--- src/hw/rtl/bafp_pkg.sv ---
// ============================================================================
// bafp_pkg
// Shared widths, angle constants and octant flags for the binary angle block.
// ============================================================================
package bafp_pkg;

    localparam int COORD_W   = 16;
    localparam int DIFF_W    = COORD_W + 1;
    localparam int MAG_W     = COORD_W;
    localparam int QUOT_W    = 22;
    localparam int PROD_W    = QUOT_W + MAG_W;
    localparam int RATIO_LSB = 16;
    localparam int RATIO_W   = 6;
    localparam int DIR_W     = 8;

    localparam int DIV_BPS_DEFAULT = 2;

    localparam logic [DIR_W-1:0] DIR_UP        = 8'h00;
    localparam logic [DIR_W-1:0] DIR_RIGHT     = 8'h40;
    localparam logic [DIR_W-1:0] DIR_DOWN      = 8'h80;
    localparam logic [DIR_W-1:0] DIR_LEFT      = 8'hC0;
    localparam logic [DIR_W-1:0] BASE_RD_STEEP = 8'h7F;
    localparam logic [DIR_W-1:0] BASE_RD_FLAT  = 8'h3F;
    localparam logic [DIR_W-1:0] BASE_LU_STEEP = 8'hFF;
    localparam logic [DIR_W-1:0] BASE_LU_FLAT  = 8'h41;

    typedef struct packed {
        logic dx_zero;
        logic dy_zero;
        logic dx_neg;
        logic dy_neg;
        logic steep;
    } oct_t;

    localparam int SIDE_W = MAG_W + $bits(oct_t);

endpackage

--- src/hw/rtl/binary_angle_from_points.sv ---
// ============================================================================
// binary_angle_from_points
// Direction from one point to another as an 8-bit binary angle.
// ============================================================================
// Input words carry two signed 16-bit points (from, to) on s_axis; each gives
// one output word on m_axis holding the angle: 0 up, 0x40 right, 0x80 down,
// 0xC0 left, 256 steps per turn.
// Pipeline: difference, magnitude and octant, a restoring divider forming
// 0x200000 / larger at DIV_BITS_PER_STAGE quotient bits per stage, multiply
// by the smaller magnitude, then the octant base add.
// Throughput: one word per cycle while m_axis is ready; the divider stages set the latency.
// Every stage has its own valid bit and takes a new word when it is empty or
// its successor moves, so bubbles close up and a word is accepted while a
// finished result waits on m_axis.
// A stall on m_axis holds every full stage that has no empty stage after it; nothing is dropped or repeated.
// Reset clears all valid bits; the data registers are not reset.
// ============================================================================
module binary_angle_from_points #(
    parameter int DIV_BITS_PER_STAGE = bafp_pkg::DIV_BPS_DEFAULT
) (
    input  logic        clk,
    input  logic        rst_n,
    input  logic        s_axis_tvalid,
    output logic        s_axis_tready,
    input  logic [63:0] s_axis_tdata,   // from_x, from_y, to_x, to_y
    output logic        m_axis_tvalid,
    input  logic        m_axis_tready,
    output logic [7:0]  m_axis_tdata    // direction
);

    import bafp_pkg::*;

    logic signed [COORD_W-1:0] from_x;
    logic signed [COORD_W-1:0] from_y;
    logic signed [COORD_W-1:0] to_x;
    logic signed [COORD_W-1:0] to_y;

    logic              v1_reg;
    logic              v2_reg;
    logic              v3_reg;
    logic              v4_reg;
    logic              rdy1;
    logic              rdy2;
    logic              rdy3;
    logic              rdy4;

    logic [DIFF_W-1:0] dx_reg;
    logic [DIFF_W-1:0] dy_reg;
    logic [DIFF_W-1:0] dx_next;
    logic [DIFF_W-1:0] dy_next;

    logic [DIFF_W-1:0] ax_full;
    logic [DIFF_W-1:0] ay_full;
    logic [MAG_W-1:0]  ax;
    logic [MAG_W-1:0]  ay;
    oct_t              oct_next;
    logic [MAG_W-1:0]  larger_next;
    logic [MAG_W-1:0]  smaller_next;
    logic [MAG_W-1:0]  larger_reg;
    logic [MAG_W-1:0]  smaller_reg;
    oct_t              oct2_reg;

    logic              div_in_ready;
    logic              div_out_valid;
    logic [QUOT_W-1:0] div_quot;
    logic [SIDE_W-1:0] div_side;
    logic [MAG_W-1:0]  div_smaller;
    oct_t              div_oct;

    logic [PROD_W-1:0] prod_reg;
    logic [PROD_W-1:0] prod_next;
    oct_t              oct3_reg;

    logic [RATIO_W-1:0] ratio;
    logic [DIR_W-1:0]   r8;
    logic [DIR_W-1:0]   dir_next;
    logic [DIR_W-1:0]   dir_reg;

    assign from_x = s_axis_tdata[15:0];
    assign from_y = s_axis_tdata[31:16];
    assign to_x   = s_axis_tdata[47:32];
    assign to_y   = s_axis_tdata[63:48];

    assign rdy4          = !v4_reg || m_axis_tready;
    assign rdy3          = !v3_reg || rdy4;
    assign rdy2          = !v2_reg || div_in_ready;
    assign rdy1          = !v1_reg || rdy2;
    assign s_axis_tready = rdy1;

    assign dx_next = {to_x[COORD_W-1], to_x} - {from_x[COORD_W-1], from_x};
    assign dy_next = {to_y[COORD_W-1], to_y} - {from_y[COORD_W-1], from_y};

    assign ax_full = dx_reg[DIFF_W-1] ? (~dx_reg + 1'b1) : dx_reg;
    assign ay_full = dy_reg[DIFF_W-1] ? (~dy_reg + 1'b1) : dy_reg;
    assign ax      = ax_full[MAG_W-1:0];
    assign ay      = ay_full[MAG_W-1:0];

    always_comb
    begin
        oct_next.dx_zero = (dx_reg == '0);
        oct_next.dy_zero = (dy_reg == '0);
        oct_next.dx_neg  = dx_reg[DIFF_W-1];
        oct_next.dy_neg  = dy_reg[DIFF_W-1];
        oct_next.steep   = (ax <= ay);
        larger_next      = oct_next.steep ? ay : ax;
        smaller_next     = oct_next.steep ? ax : ay;
    end

    bafp_div #(
        .BITS_PER_STAGE (DIV_BITS_PER_STAGE),
        .SIDE_W         (SIDE_W)
    ) u_div (
        .clk        (clk),
        .rst_n      (rst_n),
        .in_valid   (v2_reg),
        .in_ready   (div_in_ready),
        .in_divisor (larger_reg),
        .in_side    ({smaller_reg, oct2_reg}),
        .out_valid  (div_out_valid),
        .out_ready  (rdy3),
        .out_quot   (div_quot),
        .out_side   (div_side)
    );

    assign div_smaller = div_side[SIDE_W-1 -: MAG_W];
    assign div_oct     = oct_t'(div_side[$bits(oct_t)-1:0]);

    assign prod_next = PROD_W'(div_quot) * PROD_W'(div_smaller);

    assign ratio = prod_reg[RATIO_LSB +: RATIO_W];
    assign r8    = DIR_W'(ratio);

    always_comb
    begin
        if (oct3_reg.dx_zero && oct3_reg.dy_zero)
        begin
            dir_next = DIR_UP;
        end
        else if (oct3_reg.dx_zero)
        begin
            dir_next = oct3_reg.dy_neg ? DIR_UP : DIR_DOWN;
        end
        else if (oct3_reg.dy_zero)
        begin
            dir_next = oct3_reg.dx_neg ? DIR_LEFT : DIR_RIGHT;
        end
        else if (!oct3_reg.dx_neg && oct3_reg.dy_neg)
        begin
            dir_next = oct3_reg.steep ? r8 : DIR_RIGHT - r8;
        end
        else if (!oct3_reg.dx_neg)
        begin
            dir_next = oct3_reg.steep ? BASE_RD_STEEP - r8 : BASE_RD_FLAT + r8;
        end
        else if (!oct3_reg.dy_neg)
        begin
            dir_next = oct3_reg.steep ? r8 - DIR_DOWN : DIR_LEFT - r8;
        end
        else
        begin
            dir_next = oct3_reg.steep ? BASE_LU_STEEP - r8 : r8 - BASE_LU_FLAT;
        end
    end

    always_ff @(posedge clk or negedge rst_n)
    begin
        if (!rst_n)
        begin
            v1_reg <= 1'b0;
            v2_reg <= 1'b0;
            v3_reg <= 1'b0;
            v4_reg <= 1'b0;
        end
        else
        begin
            if (rdy1)
            begin
                v1_reg <= s_axis_tvalid;
            end
            if (rdy2)
            begin
                v2_reg <= v1_reg;
            end
            if (rdy3)
            begin
                v3_reg <= div_out_valid;
            end
            if (rdy4)
            begin
                v4_reg <= v3_reg;
            end
        end
    end

    always_ff @(posedge clk)
    begin
        if (rdy1 && s_axis_tvalid)
        begin
            dx_reg <= dx_next;
            dy_reg <= dy_next;
        end
        if (rdy2 && v1_reg)
        begin
            larger_reg  <= larger_next;
            smaller_reg <= smaller_next;
            oct2_reg    <= oct_next;
        end
        if (rdy3 && div_out_valid)
        begin
            prod_reg <= prod_next;
            oct3_reg <= div_oct;
        end
        if (rdy4 && v3_reg)
        begin
            dir_reg <= dir_next;
        end
    end

    assign m_axis_tvalid = v4_reg;
    assign m_axis_tdata  = dir_reg;

endmodule

--- src/hw/rtl/bafp_div.sv ---
// ============================================================================
// bafp_div
// Pipelined restoring divider: quotient of 2^(QUOT_W-1) by a 16-bit divisor,
// BITS_PER_STAGE quotient bits per stage, with a side word carried alongside.
// ============================================================================
module bafp_div #(
    parameter int BITS_PER_STAGE = bafp_pkg::DIV_BPS_DEFAULT,
    parameter int SIDE_W         = bafp_pkg::SIDE_W
) (
    input  logic                        clk,
    input  logic                        rst_n,
    input  logic                        in_valid,
    output logic                        in_ready,
    input  logic [bafp_pkg::MAG_W-1:0]  in_divisor,
    input  logic [SIDE_W-1:0]           in_side,
    output logic                        out_valid,
    input  logic                        out_ready,
    output logic [bafp_pkg::QUOT_W-1:0] out_quot,
    output logic [SIDE_W-1:0]           out_side
);

    import bafp_pkg::*;

    localparam int NS = (QUOT_W + BITS_PER_STAGE - 1) / BITS_PER_STAGE;

    logic [NS-1:0]       valid_reg;
    logic [NS:0]         rdy;
    logic [NS:0]         d_valid;
    logic [MAG_W-1:0]    d_rem  [0:NS];
    logic [QUOT_W-1:0]   d_quot [0:NS];
    logic [MAG_W-1:0]    d_div  [0:NS];
    logic [SIDE_W-1:0]   d_side [0:NS];

    assign d_valid[0] = in_valid;
    assign d_rem[0]   = '0;
    assign d_quot[0]  = '0;
    assign d_div[0]   = in_divisor;
    assign d_side[0]  = in_side;
    assign rdy[NS]    = out_ready;
    assign in_ready   = rdy[0];

    for (genvar s = 0; s < NS; s++) begin : g_stage
        logic [MAG_W-1:0]  rem_reg;
        logic [MAG_W-1:0]  rem_next;
        logic [QUOT_W-1:0] quot_reg;
        logic [QUOT_W-1:0] quot_next;
        logic [MAG_W-1:0]  div_reg;
        logic [SIDE_W-1:0] side_reg;
        logic [MAG_W:0]    trial;

        always_comb
        begin
            rem_next  = d_rem[s];
            quot_next = d_quot[s];
            trial     = '0;
            for (int j = 0; j < BITS_PER_STAGE; j++)
            begin
                if (s * BITS_PER_STAGE + j < QUOT_W)
                begin
                    trial = {rem_next, 1'(s * BITS_PER_STAGE + j == 0)};
                    if (trial >= {1'b0, d_div[s]})
                    begin
                        rem_next  = MAG_W'(trial - {1'b0, d_div[s]});
                        quot_next = {quot_next[QUOT_W-2:0], 1'b1};
                    end
                    else
                    begin
                        rem_next  = trial[MAG_W-1:0];
                        quot_next = {quot_next[QUOT_W-2:0], 1'b0};
                    end
                end
            end
        end

        assign rdy[s] = !valid_reg[s] || rdy[s+1];

        always_ff @(posedge clk or negedge rst_n)
        begin
            if (!rst_n)
            begin
                valid_reg[s] <= 1'b0;
            end
            else if (rdy[s])
            begin
                valid_reg[s] <= d_valid[s];
            end
        end

        always_ff @(posedge clk)
        begin
            if (rdy[s] && d_valid[s])
            begin
                rem_reg  <= rem_next;
                quot_reg <= quot_next;
                div_reg  <= d_div[s];
                side_reg <= d_side[s];
            end
        end

        assign d_valid[s+1] = valid_reg[s];
        assign d_rem[s+1]   = rem_reg;
        assign d_quot[s+1]  = quot_reg;
        assign d_div[s+1]   = div_reg;
        assign d_side[s+1]  = side_reg;
    end

    assign out_valid = d_valid[NS];
    assign out_quot  = d_quot[NS];
    assign out_side  = d_side[NS];

endmodule
--- config.mk ---
export PLATFORM = sky130hd
export DESIGN_NAME = binary_angle_from_points
export DESIGN_NICKNAME = d
export VERILOG_FILES = /design/src/hw/rtl/bafp_pkg.sv /design/src/hw/rtl/binary_angle_from_points.sv /design/src/hw/rtl/bafp_div.sv
export SDC_FILE = /design/constraint.sdc
export NUM_CORES = 2
export LEC_CHECK = 0
export BUFFER_PORTS_ARGS = -buffer_cell sky130_fd_sc_hd__buf_4
export CAP_MARGIN = 20
export CORE_ASPECT_RATIO = 0.5
export CORE_MARGIN = 3
export CORE_UTILIZATION = 40
export DETAILED_ROUTE_END_ITERATION = 7
export PLACE_DENSITY = 0.56
export SYNTH_ARGS = -nofsm -noshare
export SYNTH_HDL_FRONTEND = slang
export SYNTH_SLANG_ARGS = --single-unit
--- constraint.sdc ---
create_clock -name clk -period 6.16 [get_ports clk]
set_clock_uncertainty 0.2 [all_clocks]
set_input_delay 1.232 -clock clk [delete_from_list [all_inputs] [get_ports clk]]
set_output_delay 1.232 -clock clk [all_outputs]
set_load 0.02 [all_outputs]
==> reports/metrics.cfg <==
[grt]
grt_max_degree = 72
grt_pass1_wl_microns = 185500
grt_pass1_vias = 34490
track_usage_pct = 17.32
antenna_found_initial = 1
globalRouteOverflowTotal = 0

[die]
die_y_microns = 259.4
coreArea_sq_um = 126700
start_util_pct = 40.52
die_x_microns = 512.7
fp-row-count = 92
ios = 78
die-area_sq_um = 133000

[clock_tree]
cts_tree = built
clkTransAtPathRegs_ps = 70
cts.sinks = 788
cts_buffers = 79
root_buffer = clkbuf_16
clk_latency_ps = 690
htreeDepth = 3
cts_buffer_depth = 3

[worst_setup_path]
reg2reg_to = prod_reg[21]$_DFFE_PP_
crit_chain = buf_6 -> and2_4 -> fa_1 -> inv_1 -> fa_2 -> fa_2 -> inv_1 -> fa_2 -> fa_1 -> inv_2 -> fa_1 -> inv_1 -> ha_1 -> a21o_1 -> a21o_1 -> a211oi_2 -> o21ai_1 -> a31oi_1 -> buf_4 -> o21ai_2 -> a21o_1 -> a21oi_2 -> xnor2_1
cp_max_fo = 5
crit_path_end_kind = register
cp-start-kind = register
max_stage_delay_ps = 530
cp.arrival_ps = 6270
worst_ep_required_time_ps = 6390
criticalPathCategory = reg2reg
rrSetupSlack_ps = 120
r2r-start = u_div.out_side[11]$_DFFE_PP_
cp_slowest_cell = fa_1
cp_num_buf_inv = 6
critPathTopFamily = adder cells
r2r_cells = 23

[timing]
worstMarginPinSlew_ps = 982.9
finalSetupTns_ps = 0
timing.fmax_ghz = 0.1655
drv_slew = 0
worst_slack_ps = 117.8
hold_violations = 0
rsz0062_at_grt = yes
post-route-min-period_ps = 6042
final-setup-viol-count = 0
finalCritPeriodShare_pct = 98.09
maxSlewHeadroom_pct = 34.48

[synth]
synth_cell_type_count = 83
synth_commonest_cells = 773 x edfxtp_1, 547 x inv_1, 429 x ha_1, 304 x nand2_1, 262 x nor2_1
yosysSeqAreaShare_pct = 45.93
synth.cell_area_sq_um = 51360
synth_edf_count = 773
synth.net_count = 5218
synth_cells = 4546
synthTopCellsByArea = edfxtp_1 45%, ha_1 10%, fa_1 6.8%
yosysMostFrequentCell = edfxtp_1
ys_warn_count = 0
syn_area_per_cell_sq_um = 11.30
synth.top_cell.area_share_pct = 45.20
yosys.area.top_type = edfxtp_1
synth_seq_cells = 788
synth_ff_type = edfxtp_1
async_flop_share_pct = 1.904

[drt]
via_per_inst = 5.137
drtAntennaViolNets = 0
avgRoutedWirePerCell_microns = 17.38
drt_iter0_drc = 2083
wirelength_microns = 113900
drt_pass1_iterations = 6
via_count = 33650
remaining_drc_errors = 0

[cells_and_area]
area_delta_synth_final_pct = 12.86
regArea_sq_um = 23590
antenna_cells = 0
nets = 5466
largest_reg_flops = 210
final_util_pct = 45.73
drive_gt1_share_pct = 13.13
nFillCells = 11440
multiInputGateArea_sq_um = 25600

[placed_design]
place.gp.congestion = 0.8898
portBuffers = 77
hpwl_microns = 90150
pre_cts_slack_ps = -377.8

[outcome]
status = finished clean

[min_path]
min_path_type = in2async

[flow_run]
drv_cap = 0

==> worst max path at each step <==
| stage | startpoint | depth (start not counted) | to | slack, ps |
|---|---|---|---|---|
| after floorplan | u_div.out_side[11]$_DFFE_PP_ | 22 | prod_reg[21]$_DFFE_PP_ | 20 |
| final | u_div.out_side[11]$_DFFE_PP_ | 23 | prod_reg[21]$_DFFE_PP_ | 120 |
| after CTS | u_div.out_side[11]$_DFFE_PP_ | 22 | prod_reg[21]$_DFFE_PP_ | 4 |
| after global routing | u_div.out_side[11]$_DFFE_PP_ | 23 | prod_reg[21]$_DFFE_PP_ | -110 |
| after detailed placement | u_div.out_side[11]$_DFFE_PP_ | 22 | prod_reg[21]$_DFFE_PP_ | -380 |
| after global placement | u_div.out_side[11]$_DFFE_PP_ | 22 | prod_reg[21]$_DFFE_PP_ | -300 |
==> layout by cell type, fill, tap and decap left out, types with 10 or more instances in the layout <==
cell type	synthesis	layout
a21boi_0	16	15
or3_1	24	24
o31a_1	14	14
clkbuf_16	0	79
clkinv_1	0	12
mux2i_1	47	47
and2_1	142	131
nor3_1	81	80
ha_1	429	425
nor2_1	262	262
o31ai_1	22	21
nor4_1	29	29
nor2b_1	51	47
bufinv_16	0	10
o2111ai_1	12	12
a21o_1	112	111
mux2_2	189	189
a211oi_1	20	18
xor2_1	94	94
and3_1	19	19
o21a_1	68	67
buf_4	3	230
clkbuf_1	54	13
o21ai_0	170	162
fa_1	175	166
a31oi_1	27	26
xnor2_1	241	241
or2_2	15	15
inv_1	547	543
a21oi_1	242	240
nand2_1	304	304
nand2b_1	46	46
edfxtp_1	773	773
nand3_1	58	58
nand4_1	62	62
dfrtp_1	15	15
o21bai_1	32	32
==> worst register-to-register path: cells and delay by family, from the launching register on <==
family,cells,cell delay (ps)
buf+inv,6,530
flops,1,410
simple gates,1,160
fa+ha+maj,7,3170
compound gates,8,1230
xor+xnor,1,70
==> what timing repair did <==
item / CTS / global route
setup endpoints to repair: 5 / 75
hold buffers: 0 / 0
gates resized for setup: 23 / 26
setup buffers: 7 / 6
pin swaps: 27 / 21
==> area by class of cell <==
cell class / count / share of cell area, %
repair buffers: 242 / 3.288
well taps: 1692 / 3.653
inverters: 548 / 3.549
clock buffers: 92 / 3.495
clock inverters: 54 / 1.157
multi-input cells: 3135 / 44.16
flip-flops and latches: 788 / 40.70
==> stage by stage <==
stage,cell area [sq um],std cells,hold WS (ps)
5_1_grt,57960,6551,160.6
4_1_cts,57840,6545,139.1
3_5_place_dp,55000,6392,204.5
6_report,57960,6551,196.3
3_3_place_gp,55000,6392,201.0
2_1_floorplan,51370,4546,200.3
==> cells by family (layout without fill, tap and decap cells) <==
kind of cell               Yosys count  count (layout)  share of synthesized area [%]
AOI/OAI and AO/OA                  831             831                          10.50
buffers and inverters              623             936                          4.609
DFF                                788             788                          45.93
adders and majority gates          604             604                          17.27
muxes                              247             247                          5.316
and+or+nand+nor                   1118            1118                          10.66
xor gates and xnor gates           335             335                          5.713
==> metal layers <==
metal / part of all wire [%] / GRT usage, % / vias up
li1: - / - / 16690
met1: 46 / 22.73 / 16280
met2: 48 / 30.17 / 527
met3: 3.2 / 2.509 / 153
met4: 2.2 / 4.285 / 0
met5: 0 / 0 / -
Power is left out: the tool's default activity adds up to more than one toggle a clock period on the data nets, which glitch-free logic cannot reach.
